[src/rtl/core/pixel_format_converter_defines.svh]
// Assertion macros for the pixel format converter.
// Each macro expects clk and arst_n to be visible where it is used.
`ifndef PIXEL_FORMAT_CONVERTER_DEFINES_SVH
`define PIXEL_FORMAT_CONVERTER_DEFINES_SVH

// Same-cycle implication, checked out of reset.
`define PFC_ASSERT_NOW(lbl, ante, cons, msg) \
	lbl: assert property (@(posedge clk) disable iff (!arst_n) (ante) |-> (cons)) \
		else $error(msg);

// Next-cycle implication, checked out of reset.
`define PFC_ASSERT_NEXT(lbl, ante, cons, msg) \
	lbl: assert property (@(posedge clk) disable iff (!arst_n) (ante) |=> (cons)) \
		else $error(msg);

`endif

[src/rtl/core/pfc_pkg.sv]
`timescale 1ns / 1ps
`default_nettype none

package pfc_pkg;

	// Register indexes on the configuration channel
	localparam logic [1:0] REG_SOURCE_FORMAT = 2'd0;
	localparam logic [1:0] REG_DEST_FORMAT   = 2'd1;
	localparam logic [1:0] REG_INVERT_ENABLE = 2'd2;

	// Source format codes
	localparam logic [2:0] SRC_G1      = 3'd0;
	localparam logic [2:0] SRC_G2      = 3'd1;
	localparam logic [2:0] SRC_G4      = 3'd2;
	localparam logic [2:0] SRC_G8      = 3'd3;
	localparam logic [2:0] SRC_RGBX222 = 3'd4;
	localparam logic [2:0] SRC_RGB565  = 3'd5;
	localparam logic [2:0] SRC_RGB888  = 3'd6;

	// Destination format codes
	localparam logic [2:0] DST_G1     = 3'd0;
	localparam logic [2:0] DST_G2     = 3'd1;
	localparam logic [2:0] DST_G4     = 3'd2;
	localparam logic [2:0] DST_G8     = 3'd3;
	localparam logic [2:0] DST_RGB565 = 3'd4;
	localparam logic [2:0] DST_RGB888 = 3'd5;

	// BT.601 luma weights, sum 256
	localparam logic [15:0] LUMA_R = 16'd77;
	localparam logic [15:0] LUMA_G = 16'd150;
	localparam logic [15:0] LUMA_B = 16'd29;

	typedef struct packed {
		logic [2:0] source_format;
		logic [2:0] dest_format;
		logic       invert_enable;
	} cfg_t;

endpackage

`default_nettype wire

[src/rtl/core/pixel_format_converter.sv]
// Pixel format converter: takes one native source pixel per s_tdata beat and returns it
// in the destination framebuffer format on m_tdata, one result beat per input beat, in
// order. The source is masked to its depth, expanded to 8-bit RGB and quantised to the
// destination (BT.601 luma for gray targets, channel truncation for RGB565/RGB888);
// matching formats pass through, and invert_enable complements the result within the
// destination depth. The block sustains one pixel per clock while m_tready stays high:
// a beat sits in the input register while the expand and pack logic works on it, then
// lands in the output register, which drives m_tdata until m_tready takes it.
// The output register lets a new beat be taken while a finished one waits. Write the
// configuration registers only while no beat is in flight.
`timescale 1ns / 1ps
`default_nettype none
`include "pixel_format_converter_defines.svh"

module pixel_format_converter
	import pfc_pkg::*;
(
	input  wire logic        clk,
	input  wire logic        arst_n,
	// Input pixels
	input  wire logic        s_tvalid,
	output logic             s_tready,
	input  wire logic [23:0] s_tdata,   // [23:0] source_pixel
	// Converted pixels
	output logic             m_tvalid,
	input  wire logic        m_tready,
	output logic      [23:0] m_tdata,   // [23:0] dest_pixel
	// Register writes
	input  wire logic        cfg_valid,
	output logic             cfg_ready,
	input  wire logic [1:0]  cfg_index,
	input  wire logic [2:0]  cfg_data
);

	cfg_t        cfg;
	logic        vld_s1;
	logic [23:0] pix_s1;
	logic        vld_s2;
	logic [23:0] pix_s2;
	logic        adv_s2;
	logic [23:0] masked;
	logic [23:0] rgb;
	logic [23:0] conv;

	pfc_cfg_regs u_cfg (
		.clk       (clk),
		.arst_n    (arst_n),
		.cfg_valid (cfg_valid),
		.cfg_ready (cfg_ready),
		.cfg_index (cfg_index),
		.cfg_data  (cfg_data),
		.cfg       (cfg)
	);

	// Output register can load when empty or when its beat is being taken
	assign adv_s2   = !vld_s2 || m_tready;
	// Input register can load when empty or when it hands on its beat
	assign s_tready = !vld_s1 || adv_s2;

	always_ff @(posedge clk or negedge arst_n) begin
		if (!arst_n) begin
			vld_s1 <= 1'b0;
		end else if (s_tready) begin
			vld_s1 <= s_tvalid;
		end
	end

	// Hold the pixel until it moves on
	always_ff @(posedge clk) begin
		if (s_tready && s_tvalid) begin
			pix_s1 <= s_tdata;
		end
	end

	pfc_expand u_expand (
		.source_format (cfg.source_format),
		.pixel         (pix_s1),
		.masked        (masked),
		.rgb           (rgb)
	);

	pfc_pack u_pack (
		.cfg       (cfg),
		.masked    (masked),
		.rgb       (rgb),
		.pixel_out (conv)
	);

	always_ff @(posedge clk or negedge arst_n) begin
		if (!arst_n) begin
			vld_s2 <= 1'b0;
		end else if (adv_s2) begin
			vld_s2 <= vld_s1;
		end
	end

	always_ff @(posedge clk) begin
		if (adv_s2 && vld_s1) begin
			pix_s2 <= conv;
		end
	end

	assign m_tvalid = vld_s2;
	assign m_tdata  = pix_s2;

	// A full pipe with a stalled output must refuse new beats
	`PFC_ASSERT_NOW(a_stall_blocks_input, vld_s1 && vld_s2 && !m_tready, !s_tready, "input taken while pipe is full and stalled")
	// A beat in the input register reaches the output once there is room
	`PFC_ASSERT_NEXT(a_s1_moves_on, vld_s1 && adv_s2, m_tvalid, "beat lost between input and output registers")
	// Gray 1-bit results never carry bits above the destination depth
	`PFC_ASSERT_NOW(a_g1_depth, cfg.dest_format == DST_G1, conv[23:1] == 23'd0, "result exceeds 1-bit destination depth")
	// Unknown destination formats yield a zero pixel
	`PFC_ASSERT_NOW(a_bad_dest_zero, cfg.dest_format > DST_RGB888, conv == 24'd0, "undefined destination gives non-zero pixel")

endmodule

`default_nettype wire

[src/rtl/core/pfc_cfg_regs.sv]
`timescale 1ns / 1ps
`default_nettype none

module pfc_cfg_regs
	import pfc_pkg::*;
(
	input  wire logic       clk,
	input  wire logic       arst_n,
	input  wire logic       cfg_valid,
	output logic            cfg_ready,
	input  wire logic [1:0] cfg_index,
	input  wire logic [2:0] cfg_data,
	output cfg_t            cfg
);

	cfg_t cfg_q;

	assign cfg_ready = 1'b1;
	assign cfg       = cfg_q;

	// Unknown indexes are dropped
	always_ff @(posedge clk or negedge arst_n) begin
		if (!arst_n) begin
			cfg_q <= '0;
		end else if (cfg_valid) begin
			case (cfg_index)
				REG_SOURCE_FORMAT: cfg_q.source_format <= cfg_data;
				REG_DEST_FORMAT:   cfg_q.dest_format   <= cfg_data;
				REG_INVERT_ENABLE: cfg_q.invert_enable <= cfg_data[0];
				default: ;
			endcase
		end
	end

endmodule

`default_nettype wire

[src/rtl/core/pfc_expand.sv]
`timescale 1ns / 1ps
`default_nettype none

module pfc_expand
	import pfc_pkg::*;
(
	input  wire logic [2:0]  source_format,
	input  wire logic [23:0] pixel,
	output logic      [23:0] masked,
	output logic      [23:0] rgb
);

	// Gray scaling to full range is bit replication (x255, x85, x17, x1)
	always_comb begin
		case (source_format)
			SRC_G1: begin
				masked = {23'd0, pixel[0]};
				rgb    = {24{pixel[0]}};
			end
			SRC_G2: begin
				masked = {22'd0, pixel[1:0]};
				rgb    = {12{pixel[1:0]}};
			end
			SRC_G4: begin
				masked = {20'd0, pixel[3:0]};
				rgb    = {6{pixel[3:0]}};
			end
			SRC_G8: begin
				masked = {16'd0, pixel[7:0]};
				rgb    = {3{pixel[7:0]}};
			end
			SRC_RGBX222: begin
				masked = {18'd0, pixel[5:0]};
				rgb    = {{4{pixel[5:4]}}, {4{pixel[3:2]}}, {4{pixel[1:0]}}};
			end
			SRC_RGB565: begin
				masked = {8'd0, pixel[15:0]};
				rgb    = {pixel[15:11], 3'd0, pixel[10:5], 2'd0, pixel[4:0], 3'd0};
			end
			SRC_RGB888: begin
				masked = pixel;
				rgb    = pixel;
			end
			default: begin
				masked = '0;
				rgb    = '0;
			end
		endcase
	end

endmodule

`default_nettype wire

[src/rtl/core/pfc_pack.sv]
`timescale 1ns / 1ps
`default_nettype none

module pfc_pack
	import pfc_pkg::*;
(
	input  wire cfg_t        cfg,
	input  wire logic [23:0] masked,
	input  wire logic [23:0] rgb,
	output logic      [23:0] pixel_out
);

	logic [15:0] luma_sum;
	logic [7:0]  luma;
	logic [23:0] quant;
	logic [23:0] dmask;
	logic        same_fmt;
	logic [23:0] sel;

	assign luma_sum = {8'd0, rgb[23:16]} * LUMA_R
	                + {8'd0, rgb[15:8]}  * LUMA_G
	                + {8'd0, rgb[7:0]}   * LUMA_B;
	assign luma = luma_sum[15:8];

	always_comb begin
		case (cfg.dest_format)
			DST_G1: begin
				quant = {23'd0, luma[7]};
				dmask = 24'h000001;
			end
			DST_G2: begin
				quant = {22'd0, luma[7:6]};
				dmask = 24'h000003;
			end
			DST_G4: begin
				quant = {20'd0, luma[7:4]};
				dmask = 24'h00000f;
			end
			DST_G8: begin
				quant = {16'd0, luma};
				dmask = 24'h0000ff;
			end
			DST_RGB565: begin
				quant = {8'd0, rgb[23:19], rgb[15:10], rgb[7:3]};
				dmask = 24'h00ffff;
			end
			DST_RGB888: begin
				quant = rgb;
				dmask = 24'hffffff;
			end
			default: begin
				quant = '0;
				dmask = '0;
			end
		endcase
	end

	// Matching formats bypass the colour path
	always_comb begin
		case (cfg.source_format)
			SRC_G1, SRC_G2, SRC_G4, SRC_G8: same_fmt = (cfg.source_format == cfg.dest_format);
			SRC_RGB565: same_fmt = (cfg.dest_format == DST_RGB565);
			SRC_RGB888: same_fmt = (cfg.dest_format == DST_RGB888);
			default:    same_fmt = 1'b0;
		endcase
	end

	assign sel       = same_fmt ? masked : quant;
	assign pixel_out = (cfg.invert_enable ? ~sel : sel) & dmask;

endmodule

`default_nettype wire

[config.mk]
export PLATFORM = sky130hd
export DESIGN_NAME = pixel_format_converter
export DESIGN_NICKNAME = d
export VERILOG_FILES = /design/src/rtl/core/pfc_pkg.sv /design/src/rtl/core/pixel_format_converter.sv /design/src/rtl/core/pfc_cfg_regs.sv /design/src/rtl/core/pfc_expand.sv /design/src/rtl/core/pfc_pack.sv
export VERILOG_INCLUDE_DIRS = /design/src /design/src/rtl/core
export SDC_FILE = /design/constraint.sdc
export NUM_CORES = 1
export LEC_CHECK = 0
export BUFFER_PORTS_ARGS = -buffer_cell sky130_fd_sc_hd__buf_4
export CAP_MARGIN = 10
export CORE_AREA = 2 2 126 158
export CTS_BUF_LIST = sky130_fd_sc_hd__clkbuf_8
export DETAILED_ROUTE_END_ITERATION = 8
export DIE_AREA = 0 0 128 160
export PLACE_DENSITY = 0.57
export SLEW_MARGIN = 20
export SYNTH_ARGS = -nofsm -noshare
export SYNTH_HDL_FRONTEND = slang
export SYNTH_SLANG_ARGS = --single-unit
[constraint.sdc]
create_clock -name clk -period 23.3 [get_ports clk]
set_input_delay 4.66 -clock clk [delete_from_list [all_inputs] [get_ports clk]]
set_output_delay 4.66 -clock clk [all_outputs]
set_load 0.05 [all_outputs]
==> results_dict.tcl <==
set metrics [dict create \
    status "finished clean" \
    min-delay-start "vld_s1$_DFFE_PN0N_" \
    drtPass1Iterations 7 \
    post_drt_wl_per_cell_um 16.4 \
    cts.sinks 57 \
    clock_skew_ns 0.00866 \
    cap_violations 0 \
    syn_avg_cell_area_um2 9.54 \
    holdPathStages 1 \
    post_cts_buffers 0 \
    async_flop_share 0.158 \
    yosysTopAreaCellShare 0.215 \
    drv_slew 0 \
    hold_viol_final 0 \
    synth_xor_area_frac 0.0517 \
    final_layout_size_suffix_gt1_frac 0.134 \
    synth_edf_count 48 \
    cts.clk_slew.worst_paths_ns 0.06 \
    tightest_slew_ns 1.02 \
    synth_top_family_by_area "adder cells" \
    synth_ff_type "edfxtp_1" \
    grt_overflow 0 \
    grt_pass1_vias 5121 \
    grt_pass1_wl_um 26600 \
    synth_mux_area_frac 0.0284 \
    max_slew_margin 0.320 \
    hold_buffers 0 \
    yosys-top-cells-area "edfxtp_1, fa_1, ha_1" \
    root_buffer "clkbuf_8" \
    final_common_cell "inv_1" \
    rsz0062_at_grt "false" \
    reg2reg_depth 29 \
    grt.total_usage 0.166 \
    fp.dieH_um 160 \
    cts_tree "done" \
    dieArea_um2 20500 \
    place_hpwl_um 13300 \
    yosys_warnings 0 \
    antenna_found_initial 0 \
    core_um2 19100 \
    via_per_inst 5.10 \
    synth_cell_type_count 62 \
    synth_fp_nets 877 \
    clkLatencyLatePin_ns 0.33 \
    reg2reg_slack_ns 13.65 \
    cts.htree.levels 3 \
    fin_crit_sh 0.421 \
    area_growth_pct 12.9 \
    hold_end "m_tvalid$_DFFE_PN0P_" \
    io_buffers 59 \
    drc_errors 0 \
    arrival_ns 5.16 \
    seq_area_frac_synth 0.249 \
    synth_seq_cells 57 \
    routed_wl_um 16400 \
    hold_class "flop to flop" \
    cts_made_buffers 9 \
    place_congestion 0.881 \
    synthSimpleGateAreaFrac 0.119 \
    cts_resized 0 \
    rr_startpoint "u_cfg.cfg[5]$_DFFE_PN0P_" \
    fin_nets 930 \
    n_antenna_cell 0 \
    layout_common_cells "inv_1, ha_1, buf_4, fa_1, nor2_1" \
    synth_cells 703 \
    ant_nets 0 \
    max_clock_freq_mhz 102 \
    synth-compound-area-share 0.145 \
    worstPathMaxFanout 3 \
    path_class "input pin to output port" \
    finalCriticalPeriod_ns 9.82 \
    setup_tns_ns 0 \
    cp-end-kind "output port" \
    fp.dieW_um 128 \
    grt_max_degree 36 \
    drtIter0Drc 393 \
    synth_top_area_cell "edfxtp_1" \
    num_vias 5088 \
    start_util 0.351 \
    cp.required_ns 18.64 \
    setup_viol 0 \
    cts_max_path_buffers 2 \
    synthAdderAreaFrac 0.324 \
    fill_cells 1969 \
    r2r-end "m_tdata[7]$_DFFE_PP_" \
    netlist_area_um2 6710 \
    cp-start-kind "input pin" \
    pin_count 61 \
    row_count 57 \
]
-- cells by family after synthesis --
| group | Yosys count |
|---|---|
| flops | 57 |
| xor+xnor | 38 |
| buf+inv | 142 |
| simple gates | 166 |
| fa+ha+maj | 140 |
| mux | 18 |
| compound gates | 141 |
| other cells | 1 |
-- per-layer routing --
metal | GRT usage | share of wire | up-vias
li1 | - | - | 2509
met1 | 0.225 | 0.45 | 2408
met2 | 0.275 | 0.48 | 150
met3 | 0.0255 | 0.050 | 21
met4 | 0.0460 | 0.024 | 0
met5 | 0 | 0 | -
-- cells in the mapped netlist, types with 2 or more instances --
library cell / number
a221oi_1: 6
dfrtp_1: 9
a2111o_1: 2
nand3b_1: 4
edfxtp_1: 48
o21a_1: 7
nor3b_1: 4
a31oi_1: 3
a22oi_1: 3
and2_1: 8
xnor2_1: 19
nand2_1: 46
a222oi_1: 2
o211a_1: 3
xor2_1: 18
nor3_1: 8
ha_1: 84
a21oi_1: 28
clkbuf_1: 14
a31o_2: 2
o21bai_1: 4
nor2b_1: 8
mux2_2: 8
a2111oi_0: 2
o21ai_0: 32
buf_2: 6
o211ai_1: 4
mux2i_1: 10
nor2_1: 51
o22ai_1: 5
a211oi_1: 8
a21o_1: 8
buf_1: 5
a221o_1: 6
fa_1: 56
nand2b_1: 10
a22o_1: 3
a211o_1: 4
and3_1: 8
nand3_1: 11
inv_1: 115
-- flip-flops by register name (all words and copies together) (netlist names) --
register	cells
m_tdata	24
pix_s1	24
u_cfg.cfg	7
m_tvalid	1
vld_s1	1
-- critical path, stage by stage --
cell and delay [ns]:
buf_4 0.11, nand3b_1 0.18, buf_4 0.21
-- worst max path at each step --
stage,from,end,cells past startpoint,slack [ns]
after floorplan,m_tready,s_tready,1,13.50
after global placement,m_tready,s_tready,3,13.49
after detailed placement,m_tready,s_tready,3,13.48
after CTS,m_tready,s_tready,3,13.48
after global routing,u_cfg.cfg[5]$_DFFE_PN0P_,m_tdata[7]$_DFFE_PP_,29,13.14
final,m_tready,s_tready,3,13.48
-- per-stage QoR --
step / util / instance area (um2) / std cells / hold slack [ns] / setup slack (ns)
after floorplan: - / 6710 / 703 / 0.449 / 13.50
after global placement: 0.387 / 7390 / 980 / 0.468 / 13.49
after detailed placement: 0.387 / 7390 / 980 / 0.481 / 13.48
after CTS: 0.395 / 7550 / 996 / 0.487 / 13.48
after global routing: 0.396 / 7570 / 997 / 0.506 / 13.14
final: 0.396 / 7570 / 997 / 0.482 / 13.48
-- final cells by class --
class	count	area, um2	share of cell area
repair buffers	69	526	0.0694
well taps	236	295	0.0390
clock inverters	6	27.5	0.00364
multi-input cells	504	4480	0.592
inverters	115	432	0.0570
flip-flops and latches	57	1670	0.220
clock buffers	10	138	0.0182
Power is left out: the tool's default activity adds up to more than one toggle a clock period on the data nets, which glitch-free logic cannot reach.
